===== src/hw/rtl/lidar_frame_receiver_assert.svh =====
// Assertion macros for the lidar frame receiver.
// Used by the top level; relies on signals named clk and rst in the including scope.
`ifndef LIDAR_FRAME_RECEIVER_ASSERT_SVH
`define LIDAR_FRAME_RECEIVER_ASSERT_SVH

// Same-cycle implication, checked outside reset.
`define LFR_ASSERT_NOW(label, ante, cons, msg) \
  label: assert property (@(posedge clk) disable iff (rst) (ante) |-> (cons)) \
    else $error(msg);

// Next-cycle implication, checked outside reset.
`define LFR_ASSERT_NEXT(label, ante, cons, msg) \
  label: assert property (@(posedge clk) disable iff (rst) (ante) |=> (cons)) \
    else $error(msg);

`endif


===== src/hw/rtl/lfr_pkg.sv =====
// Shared types and constants for the lidar frame receiver.
// No dependencies; used by every module of the block.
`default_nettype none

package lfr_pkg;

  localparam int unsigned BYTE_W    = 8;
  localparam int unsigned NIB_W     = 4;
  localparam int unsigned POS_W     = 6;
  localparam int unsigned CFG_IDX_W = 8;

  // Configuration register indexes.
  localparam logic [CFG_IDX_W-1:0] CFG_FIRST_HEADER  = 8'd0;
  localparam logic [CFG_IDX_W-1:0] CFG_SECOND_HEADER = 8'd1;

  // Reset values of the header nibbles.
  localparam logic [NIB_W-1:0] FIRST_HEADER_RESET  = 4'hA;
  localparam logic [NIB_W-1:0] SECOND_HEADER_RESET = 4'h5;

  // Fixed frame positions.
  localparam logic [POS_W-1:0] POS_FIRST_HEADER  = 6'd0;
  localparam logic [POS_W-1:0] POS_SECOND_HEADER = 6'd1;
  localparam logic [POS_W-1:0] POS_FIRST_DATA    = 6'd2;
  localparam logic [POS_W-1:0] POS_SECOND_DATA   = 6'd3;

  typedef struct packed {
    logic [NIB_W-1:0] first_header_nibble;
    logic [NIB_W-1:0] second_header_nibble;
  } lfr_cfg_t;

  typedef struct packed {
    logic              stored;
    logic [POS_W-1:0]  position;
    logic [BYTE_W-1:0] frame_byte;
    logic              frame_end;
    logic              checksum_good;
  } lfr_result_t;

endpackage

`default_nettype wire


===== src/hw/rtl/lfr_frame_tracker.sv =====
// Frame position tracker: header match, running XOR and check value.
// Depends on lfr_pkg for the config and result structs.
`default_nettype none

module lfr_frame_tracker #(
  parameter int unsigned FRAME_LEN = 64
) (
  input  wire logic               clk,
  input  wire logic               rst,
  input  wire logic               beat,
  input  wire logic [7:0]         rx_byte,
  input  wire lfr_pkg::lfr_cfg_t  cfg,
  output lfr_pkg::lfr_result_t    result
);

  localparam logic [lfr_pkg::POS_W-1:0] LAST_POS = lfr_pkg::POS_W'(FRAME_LEN - 1);

  logic [lfr_pkg::POS_W-1:0]  byte_count;
  logic [lfr_pkg::POS_W-1:0]  byte_count_next;
  logic [lfr_pkg::BYTE_W-1:0] running_xor;
  logic [lfr_pkg::BYTE_W-1:0] running_xor_next;
  logic [lfr_pkg::BYTE_W-1:0] expected_check;
  logic [lfr_pkg::BYTE_W-1:0] expected_check_next;
  logic [lfr_pkg::NIB_W-1:0]  hi_nib;
  logic [lfr_pkg::NIB_W-1:0]  lo_nib;

  assign hi_nib = rx_byte[7:4];
  assign lo_nib = rx_byte[3:0];

  always_comb begin
    byte_count_next      = byte_count;
    running_xor_next     = running_xor;
    expected_check_next  = expected_check;
    result.stored        = 1'b0;
    result.position      = lfr_pkg::POS_FIRST_HEADER;
    result.frame_byte    = rx_byte;
    result.frame_end     = 1'b0;
    result.checksum_good = 1'b0;
    if (byte_count == lfr_pkg::POS_FIRST_HEADER) begin
      if (hi_nib == cfg.first_header_nibble) begin
        result.stored       = 1'b1;
        expected_check_next = {4'h0, lo_nib};
        byte_count_next     = lfr_pkg::POS_SECOND_HEADER;
      end
    end else if (byte_count == lfr_pkg::POS_SECOND_HEADER) begin
      // A failed second header sends us back to hunting; this byte is dropped.
      if (hi_nib == cfg.second_header_nibble) begin
        result.stored       = 1'b1;
        result.position     = lfr_pkg::POS_SECOND_HEADER;
        expected_check_next = {lo_nib, expected_check[3:0]};
        byte_count_next     = lfr_pkg::POS_FIRST_DATA;
      end else begin
        byte_count_next = lfr_pkg::POS_FIRST_HEADER;
      end
    end else if (byte_count == lfr_pkg::POS_FIRST_DATA) begin
      result.stored    = 1'b1;
      result.position  = lfr_pkg::POS_FIRST_DATA;
      running_xor_next = rx_byte;
      byte_count_next  = lfr_pkg::POS_SECOND_DATA;
    end else if (byte_count < LAST_POS) begin
      result.stored    = 1'b1;
      result.position  = byte_count;
      running_xor_next = running_xor ^ rx_byte;
      byte_count_next  = byte_count + 1'b1;
    end else begin
      result.stored        = 1'b1;
      result.position      = byte_count;
      running_xor_next     = running_xor ^ rx_byte;
      byte_count_next      = lfr_pkg::POS_FIRST_HEADER;
      result.frame_end     = 1'b1;
      result.checksum_good = (running_xor_next == expected_check);
    end
  end

  always_ff @(posedge clk) begin
    if (rst) begin
      byte_count     <= lfr_pkg::POS_FIRST_HEADER;
      running_xor    <= '0;
      expected_check <= '0;
    end else if (beat) begin
      byte_count     <= byte_count_next;
      running_xor    <= running_xor_next;
      expected_check <= expected_check_next;
    end
  end

endmodule

`default_nettype wire


===== src/hw/rtl/lfr_out_skid.sv =====
// Two-entry result buffer: an output register backed by a skid register.
// Depends on lfr_pkg for the result struct.
`default_nettype none

module lfr_out_skid (
  input  wire logic                 clk,
  input  wire logic                 rst,
  input  wire logic                 in_beat,
  input  wire lfr_pkg::lfr_result_t in_result,
  output logic                      space,
  output logic                      out_valid,
  input  wire logic                 out_ready,
  output lfr_pkg::lfr_result_t      out_result
);

  lfr_pkg::lfr_result_t skid_result;
  logic                 skid_valid;
  logic                 out_free;

  // The upstream side stalls only when both entries are full.
  assign space    = !skid_valid;
  assign out_free = !out_valid || out_ready;

  always_ff @(posedge clk) begin
    if (rst) begin
      out_valid  <= 1'b0;
      skid_valid <= 1'b0;
    end else begin
      if (out_free) begin
        out_valid  <= skid_valid || in_beat;
        skid_valid <= 1'b0;
      end else if (in_beat) begin
        skid_valid <= 1'b1;
      end
    end
  end

  always_ff @(posedge clk) begin
    if (out_free) begin
      if (skid_valid) begin
        out_result <= skid_result;
      end else if (in_beat) begin
        out_result <= in_result;
      end
    end else if (in_beat) begin
      skid_result <= in_result;
    end
  end

endmodule

`default_nettype wire


===== src/hw/rtl/lidar_frame_receiver.sv =====
// Top level of the lidar frame receiver: config registers, tracker and result buffer.
// Depends on lfr_pkg, lfr_frame_tracker, lfr_out_skid and lidar_frame_receiver_assert.svh.
`default_nettype none

// Byte-serial frame receiver. Each accepted rx_byte beat yields exactly one result
// beat, and a new byte is taken every cycle unless the output buffer is full: the
// frame state is a byte-wise update, and a two-entry buffer keeps in_ready high
// while one result waits downstream. Frames are FRAME_LEN bytes; bytes 0 and 1 must
// carry the configured header nibbles in their high halves, and the XOR of bytes 2
// through FRAME_LEN-1 is checked against the low nibbles of bytes 1 and 0. Config
// writes (cfg_index 0 and 1, low four bits of cfg_data) are always accepted, are
// meant for idle periods, and ignore other indexes.
module lidar_frame_receiver #(
  parameter int unsigned FRAME_LEN = 64
) (
  input  wire logic       clk,
  input  wire logic       rst,
  input  wire logic       in_valid,
  output logic            in_ready,
  input  wire logic [7:0] rx_byte,
  output logic            out_valid,
  input  wire logic       out_ready,
  output logic            stored,
  output logic [5:0]      position,
  output logic [7:0]      frame_byte,
  output logic            frame_end,
  output logic            checksum_good,
  input  wire logic       cfg_valid,
  output logic            cfg_ready,
  input  wire logic [7:0] cfg_index,
  input  wire logic [7:0] cfg_data
);

  lfr_pkg::lfr_cfg_t    cfg;
  lfr_pkg::lfr_result_t track_result;
  lfr_pkg::lfr_result_t out_result;
  logic                 in_beat;

  assign cfg_ready = 1'b1;
  assign in_beat   = in_valid && in_ready;

  always_ff @(posedge clk) begin
    if (rst) begin
      cfg.first_header_nibble  <= lfr_pkg::FIRST_HEADER_RESET;
      cfg.second_header_nibble <= lfr_pkg::SECOND_HEADER_RESET;
    end else if (cfg_valid) begin
      case (cfg_index)
        lfr_pkg::CFG_FIRST_HEADER:  cfg.first_header_nibble  <= cfg_data[3:0];
        lfr_pkg::CFG_SECOND_HEADER: cfg.second_header_nibble <= cfg_data[3:0];
        default: ;
      endcase
    end
  end

  lfr_frame_tracker #(
    .FRAME_LEN(FRAME_LEN)
  ) u_tracker (
    .clk     (clk),
    .rst     (rst),
    .beat    (in_beat),
    .rx_byte (rx_byte),
    .cfg     (cfg),
    .result  (track_result)
  );

  lfr_out_skid u_out (
    .clk        (clk),
    .rst        (rst),
    .in_beat    (in_beat),
    .in_result  (track_result),
    .space      (in_ready),
    .out_valid  (out_valid),
    .out_ready  (out_ready),
    .out_result (out_result)
  );

  assign stored        = out_result.stored;
  assign position      = out_result.position;
  assign frame_byte    = out_result.frame_byte;
  assign frame_end     = out_result.frame_end;
  assign checksum_good = out_result.checksum_good;

`include "lidar_frame_receiver_assert.svh"

  `LFR_ASSERT_NOW(a_end_is_stored, out_valid && frame_end, stored, "frame end on unstored byte")
  `LFR_ASSERT_NOW(a_good_needs_end, out_valid && checksum_good, frame_end, "verdict without end")
  `LFR_ASSERT_NOW(a_unstored_pos, out_valid && !stored, position == 6'd0, "unstored byte position")
  `LFR_ASSERT_NOW(a_stall_means_full, !in_ready, out_valid, "input stalled with empty output")
  `LFR_ASSERT_NEXT(a_beat_gives_result, in_beat, out_valid, "accepted byte produced no result")

endmodule

`default_nettype wire


===== config.mk =====
export PLATFORM = sky130hd
export DESIGN_NAME = lidar_frame_receiver
export DESIGN_NICKNAME = d
export VERILOG_FILES = /design/src/hw/rtl/lfr_pkg.sv /design/src/hw/rtl/lfr_frame_tracker.sv /design/src/hw/rtl/lfr_out_skid.sv /design/src/hw/rtl/lidar_frame_receiver.sv
export VERILOG_INCLUDE_DIRS = /design/src /design/src/hw/rtl
export SDC_FILE = /design/constraint.sdc
export NUM_CORES = 1
export LEC_CHECK = 0
export BUFFER_PORTS_ARGS = -buffer_cell sky130_fd_sc_hd__clkbuf_2
export CAP_MARGIN = 20
export CORE_ASPECT_RATIO = 1.2
export CORE_MARGIN = 2
export CORE_UTILIZATION = 56
export DETAILED_ROUTE_END_ITERATION = 7
export PLACE_DENSITY = 0.79
export SYNTH_ARGS = -nofsm -noshare
export SYNTH_HDL_FRONTEND = slang
export SYNTH_SLANG_ARGS = --single-unit

===== constraint.sdc =====
create_clock -name clk -period 2.7 [get_ports clk]
set_input_delay 0.27 -clock clk [delete_from_list [all_inputs] [get_ports clk]]
set_output_delay 0.27 -clock clk [all_outputs]
set_load 0.005 [all_outputs]

### After elaboration in Yosys (flattened, before gate mapping)

Cells that the tools add are included.

| cells by class | value |
|---|---|
| shift operators | 0 |
| add/subtract/negate cells | 1 |
| eq/ne operators | 7 |
| order comparisons | 1 |
| bitwise gates (word level) | 4 |
| $mul | 0 |
| multiplexer cells | 23 |
| divide/modulo/power cells | 0 |
| reductions and logical operators | 19 |

Operators with widths:

| kind | number |
|---|---|
| 6-bit 2-to-1 mux | 7 |
| 8-bit 2-to-1 mux | 5 |
| 17-bit 2-to-1 mux | 2 |
| 7-bit 2-to-1 mux | 2 |
| 2-bit 2-to-1 mux | 5 |
| 2-bit AND reduction | 5 |
| 4-bit equality test | 2 |
| 8-bit by 1-bit equality test with 1-bit output, second input constant | 1 |
| 8-bit equality test | 1 |
| 8-bit zero test | 1 |
| 8-bit XOR | 1 |
| 6-bit by 1-bit adder with 6-bit output, second input constant | 1 |
| 6-bit by 1-bit equality test with 1-bit output, second input constant | 1 |
| 6-bit by 2-bit equality test with 1-bit output, second input constant | 1 |
| 6-bit zero test | 1 |
| 6-bit < comparator, second input constant | 1 |
| 3-bit AND reduction | 2 |
| 2-bit nonzero test | 3 |
| 4-bit AND reduction | 1 |
| 1-bit inverter | 3 |
| 1-bit zero test | 2 |
| 1-bit logical OR | 2 |
| 1-bit 2-to-1 mux | 2 |
| 2-bit inequality test, second input constant | 1 |
| other kinds (2) | 2 |

| word-level totals | value |
|---|---|
| input bits | 29 |
| logic and storage cells | 73 |
| output and inout port bits | 20 |
| latch bits | 0 |
| RAM bits | 0 |
| ROM bits | 0 |
| flip-flop bits (word level) | 66 |
| memories kept | 0 |

### Logic depth before layout (Yosys ltp)

| depth | value |
|---|---|
| depth after elaboration | 8 |
| gate-level depth with buffers | 9 |
| depth with buffers taken out | 7 |

### Hierarchy

Synthesis repeated with hierarchy kept, for this count alone.

| unflattened totals | value |
|---|---|
| cell total of the unflattened synthesis | 292 |
| area, all modules | 3335.7 um^2 |

By module, submodules not included:

| module | cells each | times used | area an instance (um^2) | sequential area each (um^2) |
|---|---|---|---|---|
| lfr_frame_tracker | 188 | 1 | 1580.3 | 440.4 |
| lfr_out_skid | 63 | 1 | 1352.5 | 1061.0 |
| lidar_frame_receiver | 41 | 1 | 402.9 | 160.2 |

### Least setup slack after synthesis

OpenSTA, ideal clock, no wires.

| timing | value |
|---|---|
| kind | flip-flop to flip-flop |
| from | register u_out.skid_valid |
| to | register u_out.skid_result[0] (netlist bit) (enable) |
| stages on the path, launching flop included | 5 |
| required time | 2.309 ns |
| buffers on the path | 1 |
| slack | 0.744 ns |
| library setup time | 0.391 ns |
| clock period less this slack | 1.956 ns |
| data arrival time | 1.566 ns |
| cell sequence | dfxtp_1 > clkbuf_1 > inv_2 > nand2_1 > nor2_1 |

| between the ends | value |
|---|---|
| cells in the longest elaborated chain, start to end | 3 |

Ends and longest elaborated chain:

| element | RTL line | source |
|---|---|---|
| from (decl) | lfr_out_skid.sv:17 | `logic skid_valid;` |
| from (signal assigned) | lfr_out_skid.sv:27 | `skid_valid <= 1'b0;` |
| from (signal assigned) | lfr_out_skid.sv:31 | `skid_valid <= 1'b0;` |
| from (signal assigned) | lfr_out_skid.sv:33 | `skid_valid <= 1'b1;` |
| 1-bit zero test | lfr_out_skid.sv:21 | `assign space = !skid_valid;` |
| via in_ready | lidar_frame_receiver.sv:19 | `output logic in_ready,` |
| 1-bit logical AND | lidar_frame_receiver.sv:40 | `assign in_beat = in_valid && in_ready;` |
| 2-bit AND reduction (no line) | n/a |  |
| to (signal assigned) | lfr_out_skid.sv:46 | `skid_result <= in_result;` |
| to (decl) | lfr_out_skid.sv:16 | `lfr_pkg::lfr_result_t skid_result;` |

The timed path passes the listed nets, and every way through them passes these cells.
A chain may end at the register's enable or synchronous reset.

### Worst setup path in the final report

| timing | value |
|---|---|
| from | register u_tracker.byte_count[2] (netlist bit) |
| to | register u_tracker.expected_check[3] (netlist bit) |

| between the ends | value |
|---|---|
| cells in the longest elaborated chain, start to end | 2 |
| elaborated cells between the ends (all ways) | 3 |
| classes of those cells | mux (1); reduce/logical (2) |

Ends and longest elaborated chain:

| element | RTL line | source |
|---|---|---|
| from (decl) | lfr_frame_tracker.sv:18 | `logic [lfr_pkg::POS_W-1:0] byte_count;` |
| from (signal assigned) | lfr_frame_tracker.sv:77 | `byte_count <= lfr_pkg::POS_FIRST_HEADER;` |
| from (signal assigned) | lfr_frame_tracker.sv:81 | `byte_count <= byte_count_next;` |
| 6-bit zero test * | lfr_frame_tracker.sv:39 | `if (byte_count == lfr_pkg::POS_FIRST_HEADER) begin` |
| 3-bit AND reduction (no line) / 8-bit 2-to-1 mux (equally long branches) | n/a |  |
| to (signal assigned) | lfr_frame_tracker.sv:83 | `expected_check <= expected_check_next;` |
| to (decl) | lfr_frame_tracker.sv:22 | `logic [lfr_pkg::BYTE_W-1:0] expected_check;` |

Every way passes the cells marked *; elsewhere a longest branch is shown, timed or not.

==> impl_metrics.tcl <==
set metrics [dict create \
    status "complete, no violations" \
    globalRouteOverflowTotal 0 \
    drtIter0Drc 166 \
    grt_start_max_net_pins 34 \
    start_util_pct 58.57 \
    vias 2200 \
    cts.sinks 66 \
    drc_errors 0 \
    skew_ps 6.081 \
    port_buffers 43 \
    ys_seq_elements 66 \
    wl_per_cell_um 15.56 \
    die_h_um 85.82 \
    synthesis.nets 323 \
    drt-total-wl_mm 6.051 \
    clock.fmax_mhz 465.7 \
    core-area_um2 5334 \
    cap_violations 0 \
    placed_area_um2 3319 \
    io_pins 49 \
    cp_max_fo 8 \
    die_x_um 72.19 \
    htreeDepth 3 \
    row_count 29 \
    crit_arrival_ps 2360 \
    slew_violations 0 \
    ctsResizeCount 0 \
    pwr_density_cell_nw_per_um2 617.8 \
    holdCritPathClass "in -> reg" \
    setup_tns_ps 0 \
    syn_to_final_growth_pct 13.54 \
    postSynth.asyncResetShare_pct 0 \
    fin_crit_ps 2147 \
    stdcell_area_um2 3547 \
    num-fill-cells 417 \
    holdWs_ps 138.9 \
    synth_top_flop_cell "edfxtp_1" \
    setup_viol 0 \
    nets 355 \
    cts_setup_buffers 0 \
    cts.hold.buffers_added 0 \
    slew_headroom_pct 46.74 \
    cts-root-buf "clkbuf_8" \
    cts_buffers 9 \
    fp.dieArea_um2 6195 \
    drive_gt1_share_pct 26.30 \
    antenna_found_initial 0 \
    hold_viol_final 0 \
    netlist_area_um2 3124 \
    rsz0062_at_grt "no" \
    grt_pass1_vias 2084 \
    tritoncts "built" \
    routed_via_density 5.656 \
    ant_nets 0 \
    fin_crit_sh_pct 79.53 \
    synth_cells 290 \
    cp-start-kind "flip-flop" \
    track_usage_pct 20.48 \
    critical_path_class "reg -> reg" \
    ir_drop_mv 0.4641 \
    clockBufferDepth 2 \
    firstDrtPassIters 4 \
    cp-end-kind "flip-flop" \
    tightest_slew_ps 797.8 \
    synth-edff-count 34 \
    yosysWarnings 0 \
    dpl.hpwl_mm 4.037 \
    required_ps 2910 \
    avgSynthCellArea_um2 10.77 \
    ys_types 50 \
    leakage_uw 0.001335 \
    diodes 0 \
    grt_first_pass_wirelength_mm 9.653 \
    place.gp.congestion 0.8637 \
    yosysSeqAreaShare_pct 53.18 \
    clkTransAtPathRegs_ps 80 \
    clkLatencyLatePin_ps 350 \
]
## cells by family after synthesis
group	share of synthesized area, %
compound gates	12.62
xor+xnor	7.008
fa+ha+maj	1.602
buf+inv	4.445
flops	53.18
mux	7.970
other cells	0.1200
simple gates	13.06
## cell usage after synthesis, drive strengths merged (4+ instances only)
library cell,number,share of area (%)
nor2,28,3.4
inv,7,0.84
nand2,14,1.7
edfxtp,34,33
o21ai,23,4.0
clkbuf,15,1.8
buf,9,1.8
xnor2,17,4.8
nand4,6,1.2
mux2,15,5.4
a21oi,19,3.3
xor2,8,2.2
a211o,5,1.4
nand3,12,2.1
mux2i,8,2.6
ha,4,1.6
dfxtp,32,21
## per-stage QoR
step	total power, µW	std cells	setup WS (ps)	util, %
detailed placement	1269	373	553.7	62.23
CTS	2208	389	567.4	66.50
finish	2191	389	552.8	66.50
floorplan	1212	290	744.0	-
global placement	1264	373	641.5	62.23
global route	2265	389	324.3	66.50
## report_power, final
part	switching [µW]	internal, µW	total, µW
registers	12.1	1080	1090
logic	88.6	63.5	152
clock network	398	546	945
## metal layers
metal / GRT usage, % / vias to the layer above / part of all wire [%]
met5: 0 / - / 0
met4: 8.062 / 0 / 1.6
met3: 5.875 / 10 / 5.8
met2: 33.69 / 73 / 49
met1: 25.27 / 1016 / 44
li1: - / 1101 / -
## state kept, by name, summed over array words and instances (netlist names)
name                      cells
u_out.out_result             17
u_out.skid_result            17
cfg                           8
u_tracker.expected_check      8
u_tracker.running_xor         8
u_tracker.byte_count          6
u_out.out_valid               1
u_out.skid_valid              1
## layout by cell type (no fill, tap or decap), types with 3 or more instances in the layout
master    instances
edfxtp_1         34
nand4_1           6
nand2_1          14
dfxtp_1          32
mux2i_1           8
nand3_1          11
a21oi_1          17
or4_1             3
ha_1              4
o21ai_1          17
o21ai_0           5
a211o_1           5
clkbuf_2         43
xor2_1            8
clkbuf_8         10
xnor2_1          17
mux2_2           15
nor2b_1           3
nor2_1           27
inv_1             6
## final cells by class
| type | instances | area, µm² | share of cell area, % |
|---|---|---|---|
| well taps | 62 | 77.57 | 2.187 |
| inverters | 7 | 26.28 | 0.7407 |
| clock buffers | 10 | 137.6 | 3.880 |
| flip-flops and latches | 66 | 1662 | 46.84 |
| repair buffers | 45 | 230.2 | 6.490 |
| clock inverters | 6 | 90.09 | 2.540 |
| multi-input cells | 193 | 1324 | 37.32 |
## worst paths after layout
path         slack (ps)                     endpoint                     from  cells past startpoint
max                 550  u_tracker.expected_check[3]  u_tracker.byte_count[2]                      5
min                 140                       cfg[7]              cfg_data[3]                      2
max reg2reg         550  u_tracker.expected_check[3]  u_tracker.byte_count[2]                      5
min reg2reg         490                       cfg[0]                   cfg[0]                      1
## critical path: stages (launching register included)
cell and delay [ps]:
dfxtp_1 400, nor4_2 560, nand2_1 270, nor3_2 470, mux2i_1 260, nor2_1 60
Power figures use the tool's default switching activity.
